**src/rtl/adf_pkg.sv**
```systemverilog
// Shared constants, job types and helper functions of the ASCII decimal-to-fixed converter.
package adf_pkg;

  // Default number of fraction bits of the fixed-point result
  localparam int FRAC_BITS_DEF = 32;
  // Significant decimal digits kept in the significand
  localparam int MAX_DIGITS    = 18;
  // Largest net power of ten that is still scaled
  localparam int POW_RANGE     = 40;

  // Significand width holds any value below 10^18
  localparam int SIG_W         = 60;
  // Scale count width, enough for POW_RANGE up to 64
  localparam int QW            = 7;
  // Exponent digits saturate here
  localparam int EXP_W         = 10;
  localparam logic [EXP_W-1:0] EXP_MAX = 10'd1023;

  // Character codes
  localparam logic [7:0] CH_SPACE = 8'h20;
  localparam logic [7:0] CH_PLUS  = 8'h2B;
  localparam logic [7:0] CH_MINUS = 8'h2D;
  localparam logic [7:0] CH_DOT   = 8'h2E;
  localparam logic [7:0] CH_ZERO  = 8'h30;
  localparam logic [7:0] CH_NINE  = 8'h39;
  localparam logic [7:0] CH_EXP   = 8'h65;

  // Elaboration-time power of ten, n no larger than 19
  function automatic logic [63:0] pow10(input int n);
    logic [63:0] r;
    r = 64'd1;
    for (int i = 0; i < 19; i++) begin
      if (i < n) begin
        r = (r << 3) + (r << 1);
      end
    end
    return r;
  endfunction

  // Once the significand reaches this, further digits are not significant
  localparam logic [SIG_W-1:0] SIG_FULL = SIG_W'(pow10(MAX_DIGITS - 1));

  // Class of a finished number, decided in the front end
  typedef enum logic [1:0] {
    CLS_ZERO,
    CLS_SAT,
    CLS_POS,
    CLS_NEG
  } adf_cls_t;

  // One conversion job handed from the parser to the scaling unit
  typedef struct packed {
    adf_cls_t         cls;
    logic             neg;
    logic [QW-1:0]    q;
    logic [SIG_W-1:0] sig;
  } adf_job_t;

endpackage

```
**src/rtl/adf_front.sv**
```systemverilog
// Character parser: builds significand, decimal shift and exponent, classifies on the last word.
module adf_front (
  input  logic              clk,
  input  logic              rst_n,
  input  logic              take,
  input  logic [7:0]        chr,
  input  logic              last,
  output logic              push,
  output adf_pkg::adf_job_t job
);

  localparam int SIG_W = adf_pkg::SIG_W;
  localparam int QW    = adf_pkg::QW;
  localparam int EXP_W = adf_pkg::EXP_W;
  localparam logic signed [11:0] PR_S = 12'(adf_pkg::POW_RANGE);

  typedef enum logic [2:0] {
    PH_SPACE,
    PH_INT,
    PH_FRAC,
    PH_ESIGN,
    PH_EXP,
    PH_DONE
  } phase_t;

  phase_t             ph_r, ph_nxt;
  logic [SIG_W-1:0]   sig_r, sig_nxt;
  logic signed [7:0]  sh_r, sh_nxt;
  logic               mneg_r, mneg_nxt;
  logic [EXP_W-1:0]   ev_r, ev_nxt;
  logic               eneg_r, eneg_nxt;

  logic               is_dig, is_sign, int_arm, sig_full;
  logic [3:0]         dig;
  logic [SIG_W-1:0]   sig_x10d;
  logic [13:0]        ev_x10d;
  logic signed [11:0] e_s, p_s;

  assign is_dig   = (chr >= adf_pkg::CH_ZERO) && (chr <= adf_pkg::CH_NINE);
  assign is_sign  = (chr == adf_pkg::CH_MINUS) || (chr == adf_pkg::CH_PLUS);
  assign dig      = 4'(chr - adf_pkg::CH_ZERO);
  assign sig_full = sig_r >= adf_pkg::SIG_FULL;
  assign sig_x10d = SIG_W'((sig_r << 3) + (sig_r << 1)) + SIG_W'(dig);
  assign ev_x10d  = ({4'b0, ev_r} << 3) + ({4'b0, ev_r} << 1) + 14'(dig);

  always_comb begin
    ph_nxt   = ph_r;
    sig_nxt  = sig_r;
    sh_nxt   = sh_r;
    mneg_nxt = mneg_r;
    ev_nxt   = ev_r;
    eneg_nxt = eneg_r;
    int_arm  = 1'b0;

    unique case (ph_r)
      PH_SPACE: begin
        if (chr == adf_pkg::CH_SPACE) begin
          ph_nxt = PH_SPACE;
        end else if (is_sign) begin
          mneg_nxt = (chr == adf_pkg::CH_MINUS);
          ph_nxt   = PH_INT;
        end else begin
          int_arm = 1'b1;
        end
      end
      PH_INT: begin
        int_arm = 1'b1;
      end
      PH_FRAC: begin
        if (is_dig) begin
          if (!sig_full) begin
            if (sh_r != 8'sh7F) begin
              sh_nxt = sh_r + 8'sd1;
            end
            sig_nxt = sig_x10d;
          end
        end else if (chr == adf_pkg::CH_EXP) begin
          ph_nxt = PH_ESIGN;
        end else begin
          ph_nxt = PH_DONE;
        end
      end
      PH_ESIGN: begin
        if (is_sign) begin
          eneg_nxt = (chr == adf_pkg::CH_MINUS);
          ph_nxt   = PH_EXP;
        end else if (is_dig) begin
          ev_nxt = (ev_x10d > 14'(adf_pkg::EXP_MAX)) ? adf_pkg::EXP_MAX : ev_x10d[EXP_W-1:0];
          ph_nxt = PH_EXP;
        end else begin
          ph_nxt = PH_DONE;
        end
      end
      PH_EXP: begin
        if (is_dig) begin
          ev_nxt = (ev_x10d > 14'(adf_pkg::EXP_MAX)) ? adf_pkg::EXP_MAX : ev_x10d[EXP_W-1:0];
        end else begin
          ph_nxt = PH_DONE;
        end
      end
      default: begin
        ph_nxt = PH_DONE;
      end
    endcase

    // Integer part, also reached from the leading-space phase
    if (int_arm) begin
      if (is_dig) begin
        ph_nxt = PH_INT;
        if (!(sig_r == '0 && dig == 4'd0)) begin
          if (sig_full) begin
            if (sh_r != 8'sh80) begin
              sh_nxt = sh_r - 8'sd1;
            end
          end else begin
            sig_nxt = sig_x10d;
          end
        end
      end else if (chr == adf_pkg::CH_DOT) begin
        ph_nxt = PH_FRAC;
      end else if (chr == adf_pkg::CH_EXP) begin
        ph_nxt = PH_ESIGN;
      end else begin
        ph_nxt = PH_DONE;
      end
    end
  end

  // Net power of ten from the updated state
  always_comb begin
    e_s = eneg_nxt ? -$signed({2'b00, ev_nxt}) : $signed({2'b00, ev_nxt});
    p_s = e_s - $signed({{4{sh_nxt[7]}}, sh_nxt});

    job.neg = mneg_nxt;
    job.sig = sig_nxt;
    job.q   = '0;
    if (sig_nxt == '0 || p_s < -PR_S) begin
      job.cls = adf_pkg::CLS_ZERO;
    end else if (p_s > PR_S) begin
      job.cls = adf_pkg::CLS_SAT;
    end else if (p_s >= 12'sd0) begin
      job.cls = adf_pkg::CLS_POS;
      job.q   = QW'(p_s);
    end else begin
      job.cls = adf_pkg::CLS_NEG;
      job.q   = QW'(-p_s);
    end
  end

  assign push = take && last;

  always_ff @(posedge clk) begin
    if (!rst_n) begin
      ph_r   <= PH_SPACE;
      sig_r  <= '0;
      sh_r   <= '0;
      mneg_r <= 1'b0;
      ev_r   <= '0;
      eneg_r <= 1'b0;
    end else if (take) begin
      if (last) begin
        ph_r   <= PH_SPACE;
        sig_r  <= '0;
        sh_r   <= '0;
        mneg_r <= 1'b0;
        ev_r   <= '0;
        eneg_r <= 1'b0;
      end else begin
        ph_r   <= ph_nxt;
        sig_r  <= sig_nxt;
        sh_r   <= sh_nxt;
        mneg_r <= mneg_nxt;
        ev_r   <= ev_nxt;
        eneg_r <= eneg_nxt;
      end
    end
  end

endmodule

```
**src/rtl/adf_queue.sv**
```systemverilog
// Two-entry job queue between parser and scaling unit.
module adf_queue (
  input  logic              clk,
  input  logic              rst_n,
  input  logic              push,
  input  adf_pkg::adf_job_t push_job,
  output logic              full,
  input  logic              pop,
  output logic              empty,
  output adf_pkg::adf_job_t head
);

  adf_pkg::adf_job_t entry_r [2];
  logic              wr_ptr_r, rd_ptr_r;
  logic [1:0]        count_r;

  assign full  = (count_r == 2'd2);
  assign empty = (count_r == 2'd0);
  assign head  = entry_r[rd_ptr_r];

  always_ff @(posedge clk) begin
    if (push) begin
      entry_r[wr_ptr_r] <= push_job;
    end
  end

  always_ff @(posedge clk) begin
    if (!rst_n) begin
      wr_ptr_r <= 1'b0;
      rd_ptr_r <= 1'b0;
      count_r  <= 2'd0;
    end else begin
      if (push) begin
        wr_ptr_r <= ~wr_ptr_r;
      end
      if (pop) begin
        rd_ptr_r <= ~rd_ptr_r;
      end
      if (push && !pop) begin
        count_r <= count_r + 2'd1;
      end else if (pop && !push) begin
        count_r <= count_r - 2'd1;
      end
    end
  end

endmodule

```
**src/rtl/adf_back.sv**
```systemverilog
// Scaling unit: shift-add power of ten, restoring division, saturation and output register.
module adf_back #(
  parameter int FRAC_BITS = adf_pkg::FRAC_BITS_DEF
) (
  input  logic              clk,
  input  logic              rst_n,
  input  logic              job_valid,
  input  adf_pkg::adf_job_t job,
  output logic              job_pop,
  output logic              out_tvalid,
  input  logic              out_tready,
  output logic [63:0]       out_tdata,
  output logic              out_tuser
);

  localparam int NW = adf_pkg::SIG_W + FRAC_BITS;
  localparam int CW = $clog2(NW);
  localparam int QW = adf_pkg::QW;
  localparam logic [63:0] POS_MAX = 64'h7FFF_FFFF_FFFF_FFFF;
  localparam logic [63:0] NEG_MAX = 64'h8000_0000_0000_0000;

  typedef enum logic [2:0] {
    ST_IDLE,
    ST_MUL,
    ST_POW,
    ST_DIV,
    ST_CHK,
    ST_FIN
  } state_t;

  state_t         state_r, state_nxt;
  logic           neg_r, neg_nxt;
  logic           ovf_r, ovf_nxt;
  logic           div_r, div_nxt;
  logic [QW-1:0]  pcnt_r, pcnt_nxt;
  logic [CW-1:0]  bcnt_r, bcnt_nxt;
  logic [NW-1:0]  acc_r, acc_nxt;
  logic [NW-1:0]  den_r, den_nxt;
  logic [NW-1:0]  rem_r, rem_nxt;
  logic [63:0]    mag_r, mag_nxt;
  logic           out_tvalid_r, out_tvalid_nxt;
  logic [63:0]    out_tdata_r, out_tdata_nxt;
  logic           out_tuser_r, out_tuser_nxt;

  logic [63:0]    lim, limhi;
  logic [NW-1:0]  acc_x10, acc_shl;
  logic [NW+3:0]  den_x10;
  logic [NW:0]    trial, diff;
  logic           ge, acc_gt_limhi, q_gt_lim, out_free;

  assign lim          = neg_r ? NEG_MAX : POS_MAX;
  assign limhi        = lim >> FRAC_BITS;
  assign acc_gt_limhi = acc_r > {{(NW-64){1'b0}}, limhi};
  assign acc_x10      = (acc_r << 3) + (acc_r << 1);
  assign acc_shl      = acc_r << FRAC_BITS;
  assign den_x10      = ({4'b0, den_r} << 3) + ({4'b0, den_r} << 1);
  assign trial        = {rem_r, acc_r[NW-1]};
  assign ge           = trial >= {1'b0, den_r};
  assign diff         = trial - {1'b0, den_r};
  assign q_gt_lim     = (|acc_r[NW-1:64]) || (acc_r[63:0] > lim);
  assign out_free     = !out_tvalid_r || out_tready;
  assign job_pop      = (state_r == ST_IDLE) && job_valid;

  always_comb begin
    state_nxt      = state_r;
    neg_nxt        = neg_r;
    ovf_nxt        = ovf_r;
    div_nxt        = div_r;
    pcnt_nxt       = pcnt_r;
    bcnt_nxt       = bcnt_r;
    acc_nxt        = acc_r;
    den_nxt        = den_r;
    rem_nxt        = rem_r;
    mag_nxt        = mag_r;
    out_tvalid_nxt = out_tvalid_r && !out_tready;
    out_tdata_nxt  = out_tdata_r;
    out_tuser_nxt  = out_tuser_r;

    unique case (state_r)
      ST_IDLE: begin
        if (job_valid) begin
          neg_nxt = job.neg;
          ovf_nxt = 1'b0;
          mag_nxt = '0;
          unique case (job.cls)
            adf_pkg::CLS_ZERO: begin
              state_nxt = ST_FIN;
            end
            adf_pkg::CLS_SAT: begin
              ovf_nxt   = 1'b1;
              state_nxt = ST_FIN;
            end
            adf_pkg::CLS_POS: begin
              acc_nxt   = {{FRAC_BITS{1'b0}}, job.sig};
              pcnt_nxt  = job.q;
              div_nxt   = 1'b0;
              state_nxt = ST_MUL;
            end
            default: begin
              acc_nxt   = {job.sig, {FRAC_BITS{1'b0}}};
              den_nxt   = NW'(10);
              pcnt_nxt  = job.q - QW'(1);
              div_nxt   = 1'b1;
              state_nxt = ST_POW;
            end
          endcase
        end
      end
      ST_MUL: begin
        // Stop early once past the limit: further steps only grow
        if (pcnt_r == '0) begin
          state_nxt = ST_CHK;
        end else if (acc_gt_limhi) begin
          ovf_nxt   = 1'b1;
          state_nxt = ST_CHK;
        end else begin
          acc_nxt  = acc_x10;
          pcnt_nxt = pcnt_r - QW'(1);
        end
      end
      ST_POW: begin
        if (pcnt_r == '0) begin
          rem_nxt   = '0;
          bcnt_nxt  = CW'(NW - 1);
          state_nxt = ST_DIV;
        end else if (|den_x10[NW+3:NW]) begin
          // Divisor beyond any dividend: quotient is zero
          mag_nxt   = '0;
          ovf_nxt   = 1'b0;
          state_nxt = ST_FIN;
        end else begin
          den_nxt  = den_x10[NW-1:0];
          pcnt_nxt = pcnt_r - QW'(1);
        end
      end
      ST_DIV: begin
        rem_nxt = ge ? diff[NW-1:0] : trial[NW-1:0];
        acc_nxt = {acc_r[NW-2:0], ge};
        if (bcnt_r == '0) begin
          state_nxt = ST_CHK;
        end else begin
          bcnt_nxt = bcnt_r - CW'(1);
        end
      end
      ST_CHK: begin
        if (div_r) begin
          ovf_nxt = q_gt_lim;
          mag_nxt = acc_r[63:0];
        end else begin
          ovf_nxt = ovf_r || acc_gt_limhi;
          mag_nxt = acc_shl[63:0];
        end
        state_nxt = ST_FIN;
      end
      ST_FIN: begin
        if (out_free) begin
          out_tvalid_nxt = 1'b1;
          out_tuser_nxt  = ovf_r;
          if (ovf_r) begin
            out_tdata_nxt = neg_r ? NEG_MAX : POS_MAX;
          end else begin
            out_tdata_nxt = neg_r ? (64'd0 - mag_r) : mag_r;
          end
          state_nxt = ST_IDLE;
        end
      end
      default: begin
        state_nxt = ST_IDLE;
      end
    endcase
  end

  always_ff @(posedge clk) begin
    if (!rst_n) begin
      state_r      <= ST_IDLE;
      out_tvalid_r <= 1'b0;
    end else begin
      state_r      <= state_nxt;
      out_tvalid_r <= out_tvalid_nxt;
    end
    neg_r       <= neg_nxt;
    ovf_r       <= ovf_nxt;
    div_r       <= div_nxt;
    pcnt_r      <= pcnt_nxt;
    bcnt_r      <= bcnt_nxt;
    acc_r       <= acc_nxt;
    den_r       <= den_nxt;
    rem_r       <= rem_nxt;
    mag_r       <= mag_nxt;
    out_tdata_r <= out_tdata_nxt;
    out_tuser_r <= out_tuser_nxt;
  end

  assign out_tvalid = out_tvalid_r;
  assign out_tdata  = out_tdata_r;
  assign out_tuser  = out_tuser_r;

endmodule

```
**src/rtl/ascii_decimal_to_fixed.sv**
```systemverilog
// Top level of the streaming ASCII decimal to signed fixed-point converter.
// Input: one character word per cycle while the two-entry job queue has room.
// Zero and clamped results skip scaling; positive powers of ten are applied with one
// multiply-by-ten per cycle, and negative ones by a restoring divider, one bit a cycle.
// Reset (rst_n low, synchronous) returns parser, queue and output to empty.
module ascii_decimal_to_fixed #(
  parameter int FRAC_BITS = adf_pkg::FRAC_BITS_DEF
) (
  input  logic        clk,
  input  logic        rst_n,
  input  logic        in_tvalid,
  output logic        in_tready,
  input  logic [7:0]  in_tdata,   // [7:0] character
  input  logic        in_tlast,
  output logic        out_tvalid,
  input  logic        out_tready,
  output logic [63:0] out_tdata,  // [63:0] value, signed fixed point
  output logic        out_tuser   // [0] saturated
);

  logic              take;
  logic              push, full, empty, pop;
  adf_pkg::adf_job_t push_job, head_job;

  // Hold off characters only when the queue cannot take another job
  assign in_tready = !full;
  assign take      = in_tvalid && in_tready;

  // Front end: parse each word, classify the number on the last one
  adf_front u_front (
    .clk   (clk),
    .rst_n (rst_n),
    .take  (take),
    .chr   (in_tdata),
    .last  (in_tlast),
    .push  (push),
    .job   (push_job)
  );

  // Decouple the parser, one word per cycle while the queue has room, from the multi-cycle scaler
  adf_queue u_queue (
    .clk      (clk),
    .rst_n    (rst_n),
    .push     (push),
    .push_job (push_job),
    .full     (full),
    .pop      (pop),
    .empty    (empty),
    .head     (head_job)
  );

  // Back end: scale by the power of ten, clamp, and register the result word
  adf_back #(
    .FRAC_BITS (FRAC_BITS)
  ) u_back (
    .clk        (clk),
    .rst_n      (rst_n),
    .job_valid  (!empty),
    .job        (head_job),
    .job_pop    (pop),
    .out_tvalid (out_tvalid),
    .out_tready (out_tready),
    .out_tdata  (out_tdata),
    .out_tuser  (out_tuser)
  );

endmodule

```
**config.mk**
```make
export PLATFORM = sky130hd
export DESIGN_NAME = ascii_decimal_to_fixed
export DESIGN_NICKNAME = d
export VERILOG_FILES = /design/src/rtl/adf_pkg.sv /design/src/rtl/adf_front.sv /design/src/rtl/adf_queue.sv /design/src/rtl/adf_back.sv /design/src/rtl/ascii_decimal_to_fixed.sv
export SDC_FILE = /design/constraint.sdc
export NUM_CORES = 2
export LEC_CHECK = 0
export BUFFER_PORTS_ARGS = -buffer_cell sky130_fd_sc_hd__buf_2
export CORE_ASPECT_RATIO = 1.2
export CORE_MARGIN = 4
export CORE_UTILIZATION = 30
export DETAILED_ROUTE_END_ITERATION = 10
export GPL_ROUTABILITY_DRIVEN = 0
export PLACE_DENSITY_LB_ADDON = 0.1
export SYNTH_ARGS = -nofsm -noshare
export SYNTH_HDL_FRONTEND = slang
export SYNTH_SLANG_ARGS = --single-unit
```
**constraint.sdc**
```tcl
create_clock -name clk -period 20.6 [get_ports clk]
set_input_delay 3.09 -clock clk [delete_from_list [all_inputs] [get_ports clk]]
set_output_delay 3.09 -clock clk [all_outputs]
set_load 0.01 [all_outputs]
```
==> run summary <==
The sum of net half-perimeters after detailed placement is 134000 microns. The synthesized instance count came out at 5900. Cells fill 33.2% of the core in the end. The worst slew slack as a fraction of its limit came out at 9.32%. The tree is rooted in a clkbuf_16.

The worst path required time is 21.00 ns. The part of the power in registers came out at 27.8%. The sum of routed wire length over all layers came out at 176000 microns. The post-synthesis register bit count came out at 653. The proportion of power drawn by the clock network is approximately 18%. The remaining number of nets flagged by the antenna check after routing is 0. The fmax is 0.111 GHz. The growth of design area from synthesis to finish is 10.2%.

The count of placed standard cells including taps is 8036. Combinational logic is responsible for 53.8% of the overall power. Setup repair after global routing left no endpoint under its margin.

The library cells used most frequently in the layout, excluding fill and tap cells, are nor2_1, edfxtp_1, a21oi_1, ha_1, nand2_1. The die footprint came out at 184000 sq um. The startpoint of the lowest-slack hold path is u_front.sig_r[59]$_SDFFE_PN0P_. The critical path endpoint category is a flip-flop. The number of failing setup endpoints in the final timing report came out at 0. The clock period minus final worst setup slack came out at between 8 and 9 ns. For the worst-skew pair, the clock arrives at the later sink with an insertion delay of about 0.72 ns.

The critical path is of the in -> reg type. After detailed routing, the number of remaining DRC violations is 0. The violation count after the first detailed-routing iteration is 2475. The tightest min-delay check is of the reg -> reg type.

The post-CTS setup repair buffer count is 0. The number of gates given a new drive strength after cts is 0. The routed via count divided by cell count is 5.40. The commonest non-fill, non-tap cell in the layout is nor2_1. The mean routed wirelength per cell came out at 21.5 microns. Input and output buffers added on the ports amount to 79. The die height came out at 469 microns. The flow ran to the end, and the final reports show no timing, DRC or antenna violations.

The startpoint identified for the worst register-to-register timing path is u_back.den_r[1]$_SDFFCE_PP1P_. During I/O placement, the number of pins put on the boundary was 80. At the pin with the least slew margin, the transition time is 1.33 ns. The power per standard cell area came out at ~140 nW/um^2. The sequential element share of the synthesized area came out at 35.1%. The count of maximum capacitance violations is 0. Once layout is complete, the cells apart from fillers number 8195. The count of final hold-check violations is 0.

The most frequently used flop master after synthesis is edfxtp_1. The via count of the first global-routing pass is 44.3k. Across the routed clock network, the largest skew measured is 0.0401 ns.

The hold buffer count at cts came out at 0. The critical path starts at in_tdata[3]. The count of unique library cells instantiated by Yosys is around 110. The clock edge transition at the registers on the reported setup and hold paths is 0.06 ns. The share of final-layout standard cells stronger than drive strength 1 is 6.53%.

The starting density of the core is 30.1%. The data arrival time of the critical path came out at 9.38 ns. The slack of the critical path is 11.62 ns. TritonCTS created 83 clock buffers.

The number of antenna violations at the first check in global routing is 2. The iteration count of the initial detailed-routing pass came out at 7. The leakage dissipation is 23.3 nW.

The net count reported at finish came out at approximately 6.3k. The number of sinks driven by the clock tree came out at 653. The final critical-path share of the clock period is 43.6%. The synthesized area divided by synthesized cell count is 9.01 sq um. The count of pins over their slew limit is 0. The switching part of the total is 45.9%.

The post-place setup slack came out at between 10 and 15 ns. The core region area is 177000 sq um. The pin count of the biggest net entering global routing is 93. The first-pass GRT wire length came out at 272000 microns. The clock tree from TritonCTS is done.

Yosys mapped a number of flops with a built-in enable equal to 561. Measured along the x axis, the die boundary spans 392 microns. The maximum fanout along the worst path is 12. The internal portion of the total power is 0.00454 W. The net switching power is 0.00385 W. The worst setup path is launched from a primary input.

The number of warnings printed during yosys synthesis is 0. The maximum level of the CTS H-tree is 3. The number of buffers between clock root and the deepest sink is 3. The accumulated negative setup slack is 0 ns.

The row count is 169. For this run the aggregate overflow at the end of global routing stands at 0. The total standard cell area after synthesis came out at 53200 sq um. The fraction of synthesis flops using an asynchronous set or reset pin is 0%. Across the VDD grid, the largest voltage drop is 103 uV. In the global route stage, overall resource usage came out at a little under a fifth. The via count of the routed design came out at 44.3k.
-- area by class of cell --
type / instances / area (sq um)
diodes: 5 / 12.5
inverters: 188 / 706
fillers: 18348 / 118000
clock buffers: 107 / 2250
multi-input cells: 4755 / 32700
flip-flops and latches: 653 / 18700
clock inverters: 47 / 561
repair buffers: 132 / 793
well taps: 2308 / 2890
-- critical path, cell delays in order --
cell and delay [ns]:
buf_2 0.18, fa_1 0.55, fa_1 0.48, a21oi_1 0.22
nor2_1 0.09, o211ai_1 0.20, a21boi_0 0.14, o211ai_1 0.74
a211oi_1 0.10, nor2_1 0.25, or3_1 0.22, nand2_1 0.08
xnor2_1 0.28, ha_1 0.33, a21o_1 0.19, a31o_2 0.23
a21o_1 0.18, a21oi_1 0.21, o21ai_0 0.18, a21o_1 0.21
a21oi_1 0.22, xor2_2 0.11, xnor2_2 0.40, nor4_4 0.10
nor2_2 0.27, nor3_1 0.12
-- path summary, 6_finish.rpt --
check / slack (ns) / endpoint / cells after the start
hold / removal: 0.57 / u_front.sig_r[59]$_SDFFE_PN0P_ / 2
hold reg to reg: 0.57 / u_front.sig_r[59]$_SDFFE_PN0P_ / 2
setup reg to reg: 13.30 / u_back.rem_r[29]$_SDFFCE_PN0P_ / 17
setup / recovery: 11.62 / u_queue.entry_r[1][64]$_DFFE_PP_ / 26
-- cell families (layout without fill, tap and decap cells) --
kind of cell,count (synthesis),after routing,synth area share (%)
compound gates,1727,1727,20.8
simple gates,1935,1935,17.8
buf+inv,493,474,3.56
other cells,1,7,0.00705
xor+xnor,367,367,6.07
mux,225,225,4.84
fa+ha+maj,499,499,11.8
flops,653,653,35.1
-- flip-flops by register name, indices dropped and copies added, names as in the netlist, 2 cells and up, named ones only --
| signal | cells |
|---|---|
| u_back.pcnt_r | 7 |
| u_back.bcnt_r | 7 |
| u_back.state_r | 3 |
| u_front.ev_r | 10 |
| u_back.den_r | 91 |
| u_back.mag_r | 64 |
| u_front.ph_r | 3 |
| u_back.acc_r | 92 |
| u_back.out_tdata | 64 |
| u_queue.count_r | 2 |
| u_back.rem_r | 92 |
| u_front.sh_r | 8 |
| u_queue.entry_r | 140 |
| u_front.sig_r | 60 |
-- synth_stat cells, drive strengths merged (13+ instances only) --
master | number | area (sq um)
and2 | 44 | 275
nand2b | 48 | 300
a211oi | 64 | 480
buf | 42 | 203
o22a | 13 | 114
mux2i | 185 | 1850
and4 | 17 | 149
ha | 490 | 6130
o22ai | 79 | 494
a31oi | 51 | 319
a221oi | 22 | 193
nor2 | 599 | 2260
o31ai | 22 | 179
edfxtp | 561 | 16800
xor2 | 153 | 1350
nand2 | 475 | 1780
a21oi | 520 | 2610
or4 | 19 | 146
nor3 | 129 | 651
a41oi | 13 | 114
or3 | 35 | 224
xnor2 | 214 | 1880
o221ai | 21 | 184
clkbuf | 263 | 987
mux2 | 16 | 180
nor3b | 18 | 135
and3 | 70 | 443
a21boi | 17 | 128
dfxtp | 92 | 1840
a31o | 14 | 123
o21a | 57 | 428
a22oi | 71 | 533
nor2b | 133 | 832
nor4 | 58 | 423
or2 | 22 | 138
nand4 | 127 | 795
a21o | 256 | 1930
inv | 188 | 706
mux4 | 24 | 541
o21ai | 328 | 1640
o21bai | 51 | 383
o211ai | 25 | 193
nand3 | 97 | 485
-- layer usage --
layer | GRT usage, % | wire [microns]
met4 | 5.47 | 4640
met2 | 33.0 | 85900
met5 | 0 | 0
met1 | 24.7 | 80300
met3 | 1.66 | 5600
-- per-stage QoR --
stage	power (W)	hold slack [ns]	instance area [sq um]
2_1_floorplan	0.00554	0.473	53200
3_3_place_gp	0.00688	0.545	55800
3_5_place_dp	0.00686	0.560	55800
4_1_cts	0.00846	0.569	58600
5_1_grt	0.00907	0.593	58600
6_report	0.00839	0.565	58600
-- power by group through the flow --
stage | clock [W] | sequential, W | combinational (W)
after detailed placement | 0 | 0.00236 | 0.00450
after global routing | 0.00164 | 0.00237 | 0.00506
after CTS | 0.00160 | 0.00234 | 0.00453
after floorplan | 0 | 0.00216 | 0.00338
final | 0.00154 | 0.00234 | 0.00452
after global placement | 0 | 0.00236 | 0.00451
(Power assumes the default switching activity.)
